==> config.mk <==
export PLATFORM = sky130hd
export DESIGN_NAME = wtr_queue
export DESIGN_NICKNAME = d
export VERILOG_FILES = /design/src/rtl/core/wtr_pkg.sv /design/src/rtl/core/wtr_queue.sv
export SDC_FILE = /design/constraint.sdc
export NUM_CORES = 1
export LEC_CHECK = 0
export BUFFER_PORTS_ARGS = -buffer_cell sky130_fd_sc_hd__buf_2
export CAP_MARGIN = 10
export CELL_PAD_IN_SITES_DETAIL_PLACEMENT = 1
export CELL_PAD_IN_SITES_GLOBAL_PLACEMENT = 1
export CORE_UTILIZATION = 42
export CTS_BUF_LIST = sky130_fd_sc_hd__clkbuf_4
export DETAILED_ROUTE_END_ITERATION = 10
export PLACE_DENSITY_LB_ADDON = 0.1
export SLEW_MARGIN = 0
export SYNTH_ARGS = -nofsm -noshare
export SYNTH_HDL_FRONTEND = slang
export SYNTH_SLANG_ARGS = --single-unit
==> constraint.sdc <==
create_clock -name clk_i -period 3.99 [get_ports clk_i]
set_clock_uncertainty 0.2 [all_clocks]
set_input_delay 0.798 -clock clk_i [delete_from_list [all_inputs] [get_ports clk_i]]
set_output_delay 0.798 -clock clk_i [all_outputs]
set_load 0.02 [all_outputs]
==> src/rtl/core/wtr_pkg.sv <==
// ----------------------------------------------------------------------------
// wtr_pkg
// shared types, codes and the sample blend for the window table resampler
// ----------------------------------------------------------------------------
package wtr_pkg;

  // default stored half-window length
  localparam int StoredLenDefault = 1024;

  // arithmetic width for index math (covers 4 * 4096 and 2^15)
  localparam int CalcW = 17;

  // width of a store index field in a queue entry (stored length up to 4096)
  localparam int StoreIdxW = 12;

  // front-to-back queue depth
  localparam int QueueDepth = 2;

  localparam int SampleW = 12;
  localparam int WordW   = 32;

  // configuration register indexes
  localparam logic REG_WINDOW_TYPE = 1'b0;
  localparam logic REG_FFT_LOG2    = 1'b1;

  // window type codes
  localparam logic [1:0] WIN_RECT    = 2'd0;
  localparam logic [1:0] WIN_HAMMING = 2'd1;

  // table select codes
  localparam logic TAB_HAMMING = 1'b0;
  localparam logic TAB_HANNING = 1'b1;

  localparam logic CMD_LOAD = 1'b0;

  typedef enum logic [1:0] {
    STATUS_OK          = 2'd0,
    STATUS_BYPASS      = 2'd1,
    STATUS_UNSUPPORTED = 2'd2
  } status_e;

  typedef enum logic [1:0] {
    KIND_WRITE  = 2'd0,
    KIND_BLEND  = 2'd1,
    KIND_RAW    = 2'd2,
    KIND_STATUS = 2'd3
  } kind_e;

  // one classified request as it travels from front to back
  typedef struct packed {
    kind_e                 kind;
    logic                  tsel;
    logic [StoreIdxW-1:0]  addr_a;
    logic [StoreIdxW-1:0]  addr_b;
    logic [WordW-1:0]      wdata;
    status_e               status;
  } entry_t;

  // 3/4 of the current sample plus 1/4 of the neighbour, each rounded,
  // copied into both packed halves
  function automatic logic [WordW-1:0] blend_word(logic [SampleW-1:0] cur,
                                                  logic [SampleW-1:0] nb);
    logic [SampleW+1:0] three_q;
    logic [SampleW+1:0] one_q;
    logic [SampleW+1:0] sum;
    three_q = ({2'b00, cur} + {1'b0, cur, 1'b0} + (SampleW+2)'(2)) >> 2;
    one_q   = ({2'b00, nb} + (SampleW+2)'(2)) >> 2;
    sum     = three_q + one_q;
    return {(WordW - 2*SampleW)'(0), sum[SampleW-1:0], sum[SampleW-1:0]};
  endfunction

endpackage

==> src/rtl/core/wtr_queue.sv <==
// ----------------------------------------------------------------------------
// wtr_queue
// short fifo of classified requests between front and back
// ----------------------------------------------------------------------------
module wtr_queue (
  input  logic             clk_i,
  input  logic             rst_ni,
  input  logic             push_i,
  input  wtr_pkg::entry_t  entry_i,
  input  logic             pop_i,
  output logic             valid_o,
  output logic             full_o,
  output wtr_pkg::entry_t  entry_o
);
  import wtr_pkg::*;

  localparam int PtrW = (QueueDepth > 1) ? $clog2(QueueDepth) : 1;
  localparam int CntW = $clog2(QueueDepth + 1);

  entry_t            slots_q [QueueDepth];
  logic [PtrW-1:0]   wr_ptr_q, wr_ptr_d;
  logic [PtrW-1:0]   rd_ptr_q, rd_ptr_d;
  logic [CntW-1:0]   count_q, count_d;
  logic              do_push;
  logic              do_pop;

  assign valid_o = (count_q != '0);
  assign full_o  = (count_q == CntW'(QueueDepth));
  assign entry_o = slots_q[rd_ptr_q];
  assign do_push = push_i && !full_o;
  assign do_pop  = pop_i && valid_o;

  always_comb begin
    wr_ptr_d = wr_ptr_q;
    rd_ptr_d = rd_ptr_q;
    count_d  = count_q;
    if (do_push) begin
      wr_ptr_d = (wr_ptr_q == PtrW'(QueueDepth - 1)) ? '0 : wr_ptr_q + PtrW'(1);
    end
    if (do_pop) begin
      rd_ptr_d = (rd_ptr_q == PtrW'(QueueDepth - 1)) ? '0 : rd_ptr_q + PtrW'(1);
    end
    if (do_push && !do_pop) begin
      count_d = count_q + CntW'(1);
    end else if (do_pop && !do_push) begin
      count_d = count_q - CntW'(1);
    end
  end

  always_ff @(posedge clk_i or negedge rst_ni) begin
    if (!rst_ni) begin
      wr_ptr_q <= '0;
      rd_ptr_q <= '0;
      count_q  <= '0;
    end else begin
      wr_ptr_q <= wr_ptr_d;
      rd_ptr_q <= rd_ptr_d;
      count_q  <= count_d;
    end
  end

  always_ff @(posedge clk_i) begin
    if (do_push) begin
      slots_q[wr_ptr_q] <= entry_i;
    end
  end

endmodule

[Word level (Yosys, flattened, before mapping)]
Memories as Yosys holds them, arrays and structs flattened.
Cells that the tools add are included.
Word-level totals
  register bits: 4
  latch bits: 0
  memory bits (writable): 122
  memory bits (read-only): 0
  input bits: 65
  logic and storage cells: 24
  memories kept: 1
Operators by class
  add/subtract/negate cells: 4
  multipliers: 0
  divide/modulo/power cells: 0
  magnitude comparators: 0
  equal/unequal tests: 1
  shift-type cells: 0
  multiplexer cells: 6
  bitwise logic cells: 0
  reductions and logical operators: 9
Memory list
  slots_q: depth 2, width 61, rd ports 1, clocked after memory_dff 0, write ports 1, line wtr_queue.sv:20  | entry_t slots_q [QueueDepth];
Operator list (number)
  1-bit logical AND: 4
  1-bit 2-to-1 mux: 4
  2-bit 2-to-1 mux: 2
  2-bit nonzero test: 2
  1-bit zero test: 3
  1-bit adder, second input constant: 2
  2-bit by 1-bit adder with 2-bit output, second input constant: 1
  2-bit == test, second input constant: 1
  2-bit by 1-bit subtractor with 2-bit output, second input constant: 1

[Logic depth before layout (Yosys ltp)]
  depth in word-level cells: 7
  gate-level depth with buffers: 7
  mapped depth without buffers: 7

[Worst setup path after synthesis]
No wires, ideal clock.
  path type: input port to flip-flop
  from: input port push_i
  to: memory slots_q[0][0] in the netlist's numbering (enable)
  library setup time: 0.480 ns
  arrival time: 3.439 ns
  required time: 3.310 ns
  slack: -0.129 ns
  stages on the path: 2
  buffers on the path: 0
  path through: nand2_1 > nor2_1
Between the ends
  longest elaborated chain between the ends: 3
Ends and longest elaborated chain
  start, declared: line wtr_queue.sv:8  | input logic push_i,
  1-bit logical AND: line wtr_queue.sv:30  | assign do_push = push_i && !full_o;
  1-bit 2-to-1 mux: line wtr_queue.sv:63  | if (do_push) begin
  1-bit 2-to-1 mux (not written as such): line wtr_queue.sv:64  | slots_q[wr_ptr_q] <= entry_i;
  end, declared: line wtr_queue.sv:20
No other way between the ends.

==> qor.csv <==
stage,metric,value,unit
status,status,completed,
setup_path,Reg2Reg Setup Slack,1.84,ns
synth,"FFs w/ async S/R, synth",3.175,%
global_routing,vias in the first global route,2549,
placement,Detail Placement HPWL,5605,um
sta,final setup fails,0,
clocking,clock slew at reported path FFs,0.10,ns
synth,count of cell types in the netlist,15,
clocking,clk_lat worst skew,0.50,ns
global_routing,first-pass GRT wire length,12850,um
final_layout,final non-filler cell total,509,
sta,Slew HR,50.27,%
route,WL/cell,16.85,um
synth,"flops & latches, synth",126,
floorplanning,DIE WIDTH,110.0,um
synth,area share of and/or/nand/nor cells after synthesis,0.6893,%
synth,Syn Nets,275,
synth,largest family of logic cells by synthesized area,multiplexers,
synth,xor and xnor area share after synthesis,0.8935,%
final_layout,area grow syn2layout,20.32,%
global_routing,total grt overflow,0,
clocking,post_cts resized,0,
setup_path,Worst setup EP type,output pin,
placement,IO Port Bufs,127,
placement,dpl cells,476,
clocking,Root Buffer,clkbuf_4,
synth,mapped cell area,4901,um^2
synth,synth cell count leaders,"edfxtp_1 (122), mux2_4 (59), buf_12 (6)",
setup_path,CP arrival,2.26,ns
floorplanning,Core Area,11420,um^2
synth,Synth Area in Adders,0.2553,%
floorplanning,Die ar.,12100,um^2
global_routing,total track usage,15.10,%
synth,register area share after synthesis,76.79,%
final_layout,area of the multi-input gates,1007,um^2
sta,Fin. Hold Viols,0,
synth,Post-synth EDFFs,122,
min_path,worst hold-check path type,in2reg,
clocking,CTS tree,yes,
synth,leading post-synthesis cells by cell area,"edfxtp_1 (75%), mux2_4 (18%), buf_12 (2.5%)",
final_layout,nets,419,
final_layout,FF/Latch Area,3767,um^2
final_layout,share of cells above drive strength 1,60.93,%
route,DR pass1 iterations,4,
route,DRC viols,0,
clocking,CTS Buffer Depth,2,
pwr,LEAKAGE,2.397,nW
floorplanning,Initial Utilization,42.92,%
route,vias,2391,
synth,ys flop type,edfxtp_1,
floorplanning,Die Y,110.0,um
clocking,clock sinks,126,
clocking,H-tree depth,4,
sta,period utilization,81.56,%
synth,Yosys top cell by area,edfxtp_1,
route,DRT antenna net count,0,
synth,mux cell area share after synthesis,18.53,%
final_layout,filler instances,1090,
sta,Max Transition Viols Final,0,
setup_path,CP Launch Type,register,
synth,synth warn,0,
global_routing,initial antenna violation count,0,
route,Vias/cell,4.697,
route,Routed WL,8579,um
setup_path,Critical Path RT,2.99,ns
clocking,Post-CTS Setup Repair Bufs,0,
setup_path,critical path peak fanout,31,
clocking,hold_buf cts,1,
route,First DRT Iteration DRCs,119,
sta,Post-Route Setup TNS,0,ns
synth,compound-gate portion of the synthesized area,0,%
global_routing,largest net degree at the start of global routing,53,
pwr,worst vdd ir,0.0003382,V
sta,post-route minimum period,3.254,ns
floorplanning,Site Rows,39,
synth,share of the synthesized area in the top cell type,74.75,%
run,MaxCap Viol Count,0,
floorplanning,Boundary Pins,128,
setup_path,WS Path Type,reg2out,
pwr,power per standard cell area,735.0,nW/um^2
synth,Mapped Cells,209,
clocking,Num CTS Buffers,17,
sta,Achievable Freq,0.3073,GHz
sta,RSZ-0062 raised after global routing,false,
synth,"Avg Cell Area, Syn",23.45,um^2
sta,Worst Tran Pin Value,0.7460,ns
synth,"count leader, synth",edfxtp_1,
final_layout,# diodes,0,
placement,final RePlAce weighted congestion,0.6496,
-- worst max-delay path, cell delays in order, from the launching register on --
cell	delay (ns)
dfrtp_4	0.82
buf_4	0.43
mux2_4	0.34
buf_2	0.16
-- cell families (layout without fill, tap and decap cells) --
kind of cell	Yosys count	after routing
xor+xnor	5	5
fa+ha+maj	1	1
buf+inv	9	166
flops	126	126
mux	61	61
simple gates	7	7
-- registers in the layout, indices dropped and copies added (netlist names) --
| register | count |
|---|---|
| rd_ptr_q | 1 |
| slots_q | 122 |
| wr_ptr_q | 1 |
| count_q | 2 |
-- power by group --
part	total, mW	internal, mW	leakage (nW)	switching (mW)
registers	1.98	1.81	1.18	0.167
clock network	0.750	0.323	0.137	0.427
logic	1.61	0.746	1.08	0.861
total	4.33	2.88	2.40	1.46
-- cells in the final DEF (no fill, tap or decap), types with 3 or more instances in the layout --
| cell | n |
|---|---|
| buf_2 | 127 |
| clkbuf_4 | 21 |
| clkinv_1 | 4 |
| clkinv_2 | 5 |
| dfrtp_1 | 3 |
| edfxtp_1 | 122 |
| mux2_4 | 59 |
| xnor2_1 | 3 |
-- path summary, 6_finish.rpt --
| path | from | endpoint | cells past startpoint |
|---|---|---|---|
| setup / recovery | rd_ptr_q$_DFFE_PN0P_ | entry_o[37] | 3 |
| hold / removal | entry_i[3] | slots_q[0][3]$_DFFE_PP_ | 1 |
| setup reg to reg | count_q[0]$_DFFE_PN0P_ | slots_q[1][37]$_DFFE_PP_ | 3 |
| hold reg to reg | count_q[1]$_DFFE_PN0P_ | count_q[1]$_DFFE_PN0P_ | 1 |
| max in group asynchronous | rst_ni | rd_ptr_q$_DFFE_PN0P_ | 2 |
| min in group asynchronous | rst_ni | count_q[1]$_DFFE_PN0P_ | 2 |
-- through the flow --
step | cell area (um^2) | hold slack, ns | power, mW | util, % | setup slack [ns]
5_1_grt | 5897 | 0.2141 | 4.577 | 51.64 | 0.5922
3_5_place_dp | 5652 | 0.2784 | 3.653 | 49.50 | 1.242
2_1_floorplan | 4903 | 0.2564 | 3.281 | - | 0.8903
6_report | 5897 | 0.2730 | 4.334 | 51.64 | 0.7357
4_1_cts | 5897 | 0.2189 | 4.416 | 51.64 | 0.6567
3_3_place_gp | 5652 | 0.2728 | 3.633 | 49.50 | 1.233
-- routing by layer --
metal,track usage [%],vias to the layer above,part of all wire [%]
met3,5.526,11,6.3
li1,-,1114,-
met1,17.17,1188,40
met4,6.857,0,1.4
met2,25.40,78,52
met5,0,-,0
-- cell type report --
type                            instances  area share [%]
Timing Repair Buffer                  132           11.88
Clock buffer                           21           2.673
Inverter                                2          0.1273
Multi-Input combinational cell         74           17.08
Sequential cell                       126           63.89
Tap cell                              143           3.034
Clock inverter                         11           1.316
(Power assumes the default switching activity.)
