===== config.mk =====
export PLATFORM = sky130hd
export DESIGN_NAME = wtr_front
export DESIGN_NICKNAME = d
export VERILOG_FILES = /design/src/rtl/core/wtr_pkg.sv /design/src/rtl/core/wtr_front.sv
export SDC_FILE = /design/constraint.sdc
export NUM_CORES = 1
export LEC_CHECK = 0
export BUFFER_PORTS_ARGS = -buffer_cell sky130_fd_sc_hd__buf_2
export CORE_ASPECT_RATIO = 0.6
export CORE_MARGIN = 2
export CORE_UTILIZATION = 50
export DETAILED_ROUTE_END_ITERATION = 7
export GPL_TIMING_DRIVEN = 0
export PLACE_DENSITY = 0.73
export SYNTH_ARGS = -nofsm -noshare
export SYNTH_HDL_FRONTEND = slang
export SYNTH_SLANG_ARGS = --single-unit

===== constraint.sdc =====
create_clock -name vclk -period 16.1
set_clock_uncertainty 0.05 [all_clocks]
set_input_delay 2.415 -clock vclk [all_inputs]
set_output_delay 2.415 -clock vclk [all_outputs]
set_load 0.1 [all_outputs]

===== src/rtl/core/wtr_pkg.sv =====
// ----------------------------------------------------------------------------
// wtr_pkg
// shared types, codes and the sample blend for the window table resampler
// ----------------------------------------------------------------------------
package wtr_pkg;

  // default stored half-window length
  localparam int StoredLenDefault = 1024;

  // arithmetic width for index math (covers 4 * 4096 and 2^15)
  localparam int CalcW = 17;

  // width of a store index field in a queue entry (stored length up to 4096)
  localparam int StoreIdxW = 12;

  // front-to-back queue depth
  localparam int QueueDepth = 2;

  localparam int SampleW = 12;
  localparam int WordW   = 32;

  // configuration register indexes
  localparam logic REG_WINDOW_TYPE = 1'b0;
  localparam logic REG_FFT_LOG2    = 1'b1;

  // window type codes
  localparam logic [1:0] WIN_RECT    = 2'd0;
  localparam logic [1:0] WIN_HAMMING = 2'd1;

  // table select codes
  localparam logic TAB_HAMMING = 1'b0;
  localparam logic TAB_HANNING = 1'b1;

  localparam logic CMD_LOAD = 1'b0;

  typedef enum logic [1:0] {
    STATUS_OK          = 2'd0,
    STATUS_BYPASS      = 2'd1,
    STATUS_UNSUPPORTED = 2'd2
  } status_e;

  typedef enum logic [1:0] {
    KIND_WRITE  = 2'd0,
    KIND_BLEND  = 2'd1,
    KIND_RAW    = 2'd2,
    KIND_STATUS = 2'd3
  } kind_e;

  // one classified request as it travels from front to back
  typedef struct packed {
    kind_e                 kind;
    logic                  tsel;
    logic [StoreIdxW-1:0]  addr_a;
    logic [StoreIdxW-1:0]  addr_b;
    logic [WordW-1:0]      wdata;
    status_e               status;
  } entry_t;

  // 3/4 of the current sample plus 1/4 of the neighbour, each rounded,
  // copied into both packed halves
  function automatic logic [WordW-1:0] blend_word(logic [SampleW-1:0] cur,
                                                  logic [SampleW-1:0] nb);
    logic [SampleW+1:0] three_q;
    logic [SampleW+1:0] one_q;
    logic [SampleW+1:0] sum;
    three_q = ({2'b00, cur} + {1'b0, cur, 1'b0} + (SampleW+2)'(2)) >> 2;
    one_q   = ({2'b00, nb} + (SampleW+2)'(2)) >> 2;
    sum     = three_q + one_q;
    return {(WordW - 2*SampleW)'(0), sum[SampleW-1:0], sum[SampleW-1:0]};
  endfunction

endpackage


===== src/rtl/core/wtr_front.sv =====
// ----------------------------------------------------------------------------
// wtr_front
// classifies each request and works out the store addresses it needs
// ----------------------------------------------------------------------------
module wtr_front #(
  parameter int STORED_LEN = wtr_pkg::StoredLenDefault
) (
  input  logic                    accept_i,
  input  logic                    cmd_i,
  input  logic                    table_sel_i,
  input  logic [9:0]              entry_index_i,
  input  logic [31:0]             entry_word_i,
  input  logic [11:0]             out_index_i,
  input  logic [1:0]              window_type_i,
  input  logic [3:0]              fft_log2_i,
  output logic                    push_o,
  output wtr_pkg::entry_t         entry_o
);
  import wtr_pkg::*;

  localparam logic [CalcW-1:0] SLen = CalcW'(STORED_LEN);
  localparam logic [CalcW-1:0] One  = CalcW'(1);

  logic [CalcW-1:0] n_len;
  logic [CalcW-1:0] d_idx;
  logic [CalcW-1:0] half_len;
  logic [CalcW-1:0] pos;
  logic [CalcW-1:0] pair;
  logic [CalcW-1:0] cur;
  logic [CalcW-1:0] nb;
  logic [CalcW-1:0] step;
  logic [CalcW-1:0] per_pass;
  logic [CalcW-1:0] rel;
  logic [CalcW-1:0] raw_idx;
  logic [26:0]      prod;
  logic             rev;
  logic             use_next;
  logic             lower;
  logic             blend_mode;
  logic             raw_mode;

  always_comb begin
    n_len      = One << fft_log2_i;
    d_idx      = CalcW'(out_index_i) & (n_len - One);
    half_len   = SLen << 1;
    blend_mode = (n_len == (SLen << 2));
    raw_mode   = (n_len <= half_len) && ((half_len & (n_len - One)) == '0);

    // interpolating mode: forward pass then reverse pass, two entries a word
    rev      = (d_idx >= half_len);
    pos      = rev ? (d_idx - half_len) : d_idx;
    pair     = pos >> 1;
    use_next = pos[0];
    if (!rev) begin
      cur = pair;
      if (use_next) begin
        nb = ((pair + One) < SLen) ? (pair + One) : pair;
      end else begin
        nb = (pair != '0) ? (pair - One) : pair;
      end
    end else begin
      cur = SLen - One - pair;
      if (use_next) begin
        nb = (cur != '0) ? (cur - One) : cur;
      end else begin
        nb = ((cur + One) < SLen) ? (cur + One) : cur;
      end
    end

    // decimating mode: every step-th word, forward then backward
    step     = half_len >> fft_log2_i;
    per_pass = (n_len == One) ? One : (n_len >> 1);
    lower    = (d_idx < per_pass);
    rel      = lower ? d_idx : (d_idx - per_pass);
    prod     = {14'd0, rel[12:0]} * {13'd0, step[13:0]};
    raw_idx  = lower ? prod[CalcW-1:0] : (SLen - One - prod[CalcW-1:0]);
    if (raw_idx >= SLen) begin
      raw_idx = SLen - One;
    end
  end

  always_comb begin
    entry_o        = '0;
    entry_o.kind   = KIND_STATUS;
    entry_o.status = STATUS_OK;
    entry_o.wdata  = entry_word_i;
    push_o         = 1'b0;
    if (cmd_i == CMD_LOAD) begin
      entry_o.kind   = KIND_WRITE;
      entry_o.tsel   = table_sel_i;
      entry_o.addr_a = StoreIdxW'(entry_index_i);
      // loads past the table end are dropped
      push_o         = accept_i && (CalcW'(entry_index_i) < SLen);
    end else begin
      push_o       = accept_i;
      entry_o.tsel = (window_type_i == WIN_HAMMING) ? TAB_HAMMING : TAB_HANNING;
      if (window_type_i == WIN_RECT) begin
        entry_o.status = STATUS_BYPASS;
      end else if (blend_mode) begin
        entry_o.kind   = KIND_BLEND;
        entry_o.addr_a = cur[StoreIdxW-1:0];
        entry_o.addr_b = nb[StoreIdxW-1:0];
      end else if (raw_mode) begin
        entry_o.kind   = KIND_RAW;
        entry_o.addr_a = raw_idx[StoreIdxW-1:0];
      end else begin
        entry_o.status = STATUS_UNSUPPORTED;
      end
    end
  end

endmodule


### Word-level counts from Yosys, hierarchy flattened

Cells that the tools add are included.

* register bits: 0
* input port bits: 63
* output and inout bits: 62
* word-level logic and storage cells: 54

* add/subtract/negate cells: 9
* multipliers: 1
* $lt $le $gt $ge: 6
* eq/ne operators: 3
* shifts and indexed selects: 2
* multiplexer cells: 27
* bitwise gates (word level): 1
* reductions and logical operators: 5

Operator list (number)
* 12-bit two-way mux: 13
* 17-bit by 11-bit < comparator with 1-bit output (second input constant): 2
* 17-bit two-way mux: 2
* 17-bit nonzero test: 2
* 24-bit two-way mux: 1
* 12-bit by 1-bit subtractor with 12-bit output (second input constant): 2
* 16-bit by 1-bit adder with 17-bit output (second input constant): 1
* 17-bit by 1-bit adder with 17-bit output (second input constant): 1
* 12-bit by 17-bit AND with 17-bit output: 1
* 17-bit by 1-bit equality test with 1-bit output (second input constant): 1
* 17-bit by 13-bit equality test with 1-bit output (second input constant): 1
* 17-bit by 11-bit greater-or-equal comparator with 1-bit output (second input constant): 1
* 17-bit by 12-bit greater-or-equal comparator with 1-bit output (second input constant): 1
* 17-bit by 12-bit <= comparator with 1-bit output (second input constant): 1
* 17-bit logical NOT: 1
* 17-bit by 16-bit < comparator with 1-bit output: 1
* 13-bit by 14-bit multiplier with 17-bit output: 1
* 1-bit by 4-bit left shift with 17-bit output (first input constant): 1
* 10-bit by 16-bit subtractor with 17-bit output (first input constant): 1
* 10-bit by 17-bit subtractor with 17-bit output (first input constant): 1
* 17-bit by 1-bit subtractor with 17-bit output (second input constant): 1
* 17-bit by 12-bit subtractor with 17-bit output (second input constant): 1
* 16-bit two-way mux: 1
* 15-bit two-way mux: 1
* other kinds (8): 14

### Logic depth before layout (Yosys ltp)

* word-level depth: 14
* mapped depth: 45
* depth with buffers taken out: 40

### Worst setup path after synthesis

No wires, ideal clock.

* path type: input to output
* start point: input fft_log2_i[0]
* end point: output entry_o[47] (netlist name)
* arrival: 13.608 ns
* required time: 13.635 ns
* slack: 0.027 ns
* stages on the path: 42
* path buffers: 7
* cell sequence: buf_2 buf_6 nand2_1 nor3_1 inv_1 ha_1 and2_1 o21ai_0 a21oi_1 o21ai_0 clkbuf_1 inv_1 ha_1 nand2_1 or3_1 a21oi_2 a21o_1 buf_6 (+6 left out) inv_1 fa_1 inv_1 fa_1 fa_1 inv_1 fa_1 inv_1 ha_1 clkbuf_1 or4_1 o2111ai_1 a21oi_1 o41ai_1 xnor2_1 xnor3_2 xnor2_4 a31oi_1

RTL lines
* from (decl): RTL line wtr_front.sv:15 `input logic [3:0] fft_log2_i,`
* to (decl): RTL line wtr_front.sv:17 `output wtr_pkg::entry_t entry_o`

==> results.toml <==
[floorplanning]
initial_core_util_pct = 50.7
num_rows = 33
die_w_um = 155
ios = 125
die-area_um2 = 14700
core_um2 = 13500
dieHeight_um = 94.8

[global_routing]
gr-usage-met2_pct = 36.4
grt_util_all_layers_pct = 28.0
grt_antenna_before_repair = 0
grt_overflow_total = 0
grt_pass1_wl_mm = 32.5
grt_max_degree = 11
grt_pass1_vias = 5912
met3_usage_pct = 8.49
grt_util_met1_pct = 46.3
busiest_layer = "met1"

[run_status]
status = "complete, but fails checks"
violations = "max-capacitance violations, max-slew violations"

[timing]
max_clock_freq_mhz = 63.9
fin_crit_sh_pct = 97.2
setup_tns_ps = 0
fin_crit_ps = 15640
hold_violations = 0
finalSetupViolations = 0
worst_pin_slew_ps = 1550
slew_headroom_pct = -4.09
slew_violations = 8

[place]
dp_hpwl_mm = 17.5
place.gp.congestion = 1.00
postPlaceCellArea_um2 = 7530
io_buffers = 87

[detailed_routing]
vias = 6688
drt_iter0_drc = 626
vias_per_cell = 5.64
routed_wl_mm = 20.8
routedWlPerCell_um = 17.5
drc = 0
drt-pass1-iter-count = 5
ant_nets = 0

[cells_and_area]
syn_to_final_growth_pct = 12.0
insertedDiodeCount = 0
layout_commonest_cell = "inv_1"
fill_cells = 1303
ff_latch_area_um2 = 0
finalInstanceArea_um2 = 7700
final_cell_mix = "143 x inv_1, 102 x nor2_1, 86 x buf_2, 85 x fa_1, 81 x nand2_1"
seq_cells = 0
fin_nets = 1219
clock_buffers = 0
drive_above_1_share_pct = 19.6

[critical_path]
arrival_ps = 13180
crit_start = "fft_log2_i[0]"
path_max_fanout = 10
crit_type = "primary input to primary output"
crit_required_ps = 13640
max_stage_delay_ps = 560
critPathCaptureType = "primary output"
slowest_stage = "or4_1"
start_kind = "primary input"

[power_and_ir_drop]
p_int_uw = 133
ir_drop_mv = 0.0432
p_seq_share_pct = 0
combPwrFrac_pct = 100.0
p_leak_nw = 3.70
swShare_pct = 67.4
pwr-share-clk_pct = 0
p_sw_uw = 276
p_per_area_nw_per_um2 = 53.1

[yosys]
synth.distinct_cells = 92
syn_area_um2 = 6870
yosys_warnings = 0
synthCells = 918
yosysSeqAreaShare_pct = 0
postSynthAreaPerCell_um2 = 7.49

[flow_run]
drv_cap = 1

[hold_path]
hold_path.class = "primary input to primary output"
worstHoldStart = "entry_word_i[6]"

[clock_tree]
cts_hold_buf = 0
[cell type report]
| class | instances | area [um^2] | share of cell area, % |
|---|---|---|---|
| plain buffers | 72 | 467 | 6.06 |
| repair buffers | 91 | 514 | 6.68 |
| multi-input cells | 698 | 5940 | 77.1 |
| well taps | 175 | 219 | 2.84 |
| inverters | 150 | 563 | 7.31 |
[power by group through the flow]
stage | registers (mW) | logic [mW] | clock network (mW)
after floorplan | 0 | 0.301 | 0
after CTS | 0 | 0.387 | 0
final | 0 | 0.409 | 0
after global placement | 0 | 0.378 | 0
after global routing | 0 | 0.440 | 0
after detailed placement | 0 | 0.381 | 0
[cells in the mapped netlist (5+ instances only)]
cell | count | area share [%]
or3_1 | 5 | 0.46
nor2_1 | 103 | 5.6
o21a_1 | 14 | 1.5
ha_1 | 58 | 11
xnor2_1 | 53 | 6.8
clkbuf_1 | 19 | 1.0
nor4_1 | 8 | 0.73
nand2b_1 | 12 | 1.1
or2_2 | 7 | 0.64
nor2b_1 | 15 | 1.4
inv_1 | 143 | 7.8
inv_2 | 5 | 0.27
a21oi_1 | 31 | 2.3
nand4_1 | 9 | 0.82
buf_2 | 10 | 0.73
and3_1 | 5 | 0.46
a21o_1 | 6 | 0.66
nor3_1 | 22 | 1.6
and2_1 | 14 | 1.3
o22ai_1 | 5 | 0.46
a22o_1 | 9 | 1.1
a31oi_1 | 12 | 1.1
buf_4 | 37 | 4.0
fa_1 | 85 | 25
o21ai_0 | 27 | 2.0
nand3_1 | 19 | 1.4
nand2_1 | 82 | 4.5
[worst max-delay path: cells and delay by family]
family | cells | cell delay [ps]
adders and majority gates | 8 | 3300
and+or+nand+nor | 9 | 2570
AOI/OAI and AO/OA | 11 | 2480
buffers and inverters | 14 | 2220
xor gates and xnor gates | 1 | 150
[final timing paths]
kind | end | depth (start not counted) | slack (ps)
worst min-delay path | entry_o[8] | 2 | 5160
worst max-delay path | entry_o[50] | 43 | 460
[through the flow]
step	instances	power [mW]	hold WS (ps)	worst slack [ps]	utilization, %
2_1_floorplan	920	0.301	4990	27.4	-
3_3_place_gp	1182	0.378	5160	-1220	55.6
3_5_place_dp	1182	0.381	5160	-1230	55.6
4_1_cts	1182	0.387	5160	34.6	56.0
5_1_grt	1186	0.440	5160	-61.7	56.8
6_report	1186	0.409	5160	457	56.8
[cell families (layout without fill, tap and decap cells)]
logic type	count (synthesis)	in the layout	synth area share [%]
and+or+nand+nor	318	318	22.5
AOI/OAI and AO/OA	171	171	18.8
other	1	3	0.0546
muxes	5	5	0.801
buffers and inverters	222	313	14.7
xor gates and xnor gates	58	58	7.88
adders and majority gates	143	143	35.3
[routing by layer]
metal / vias up / routed length [um]
met1: 3126 / 9840
li1: 3185 / -
met4: 0 / 12
met5: - / 0
met2: 375 / 7830
met3: 2 / 3070
[what timing repair did]
| action | 4_1_cts | 5_1_grt |
|---|---|---|
| gates resized for setup | 19 | 31 |
| endpoints found under the setup margin | 10 | 10 |
| pin swaps | 0 | 3 |
| buffers inserted | 0 | 4 |
Note: power is estimated with default switching activity, not from simulation.
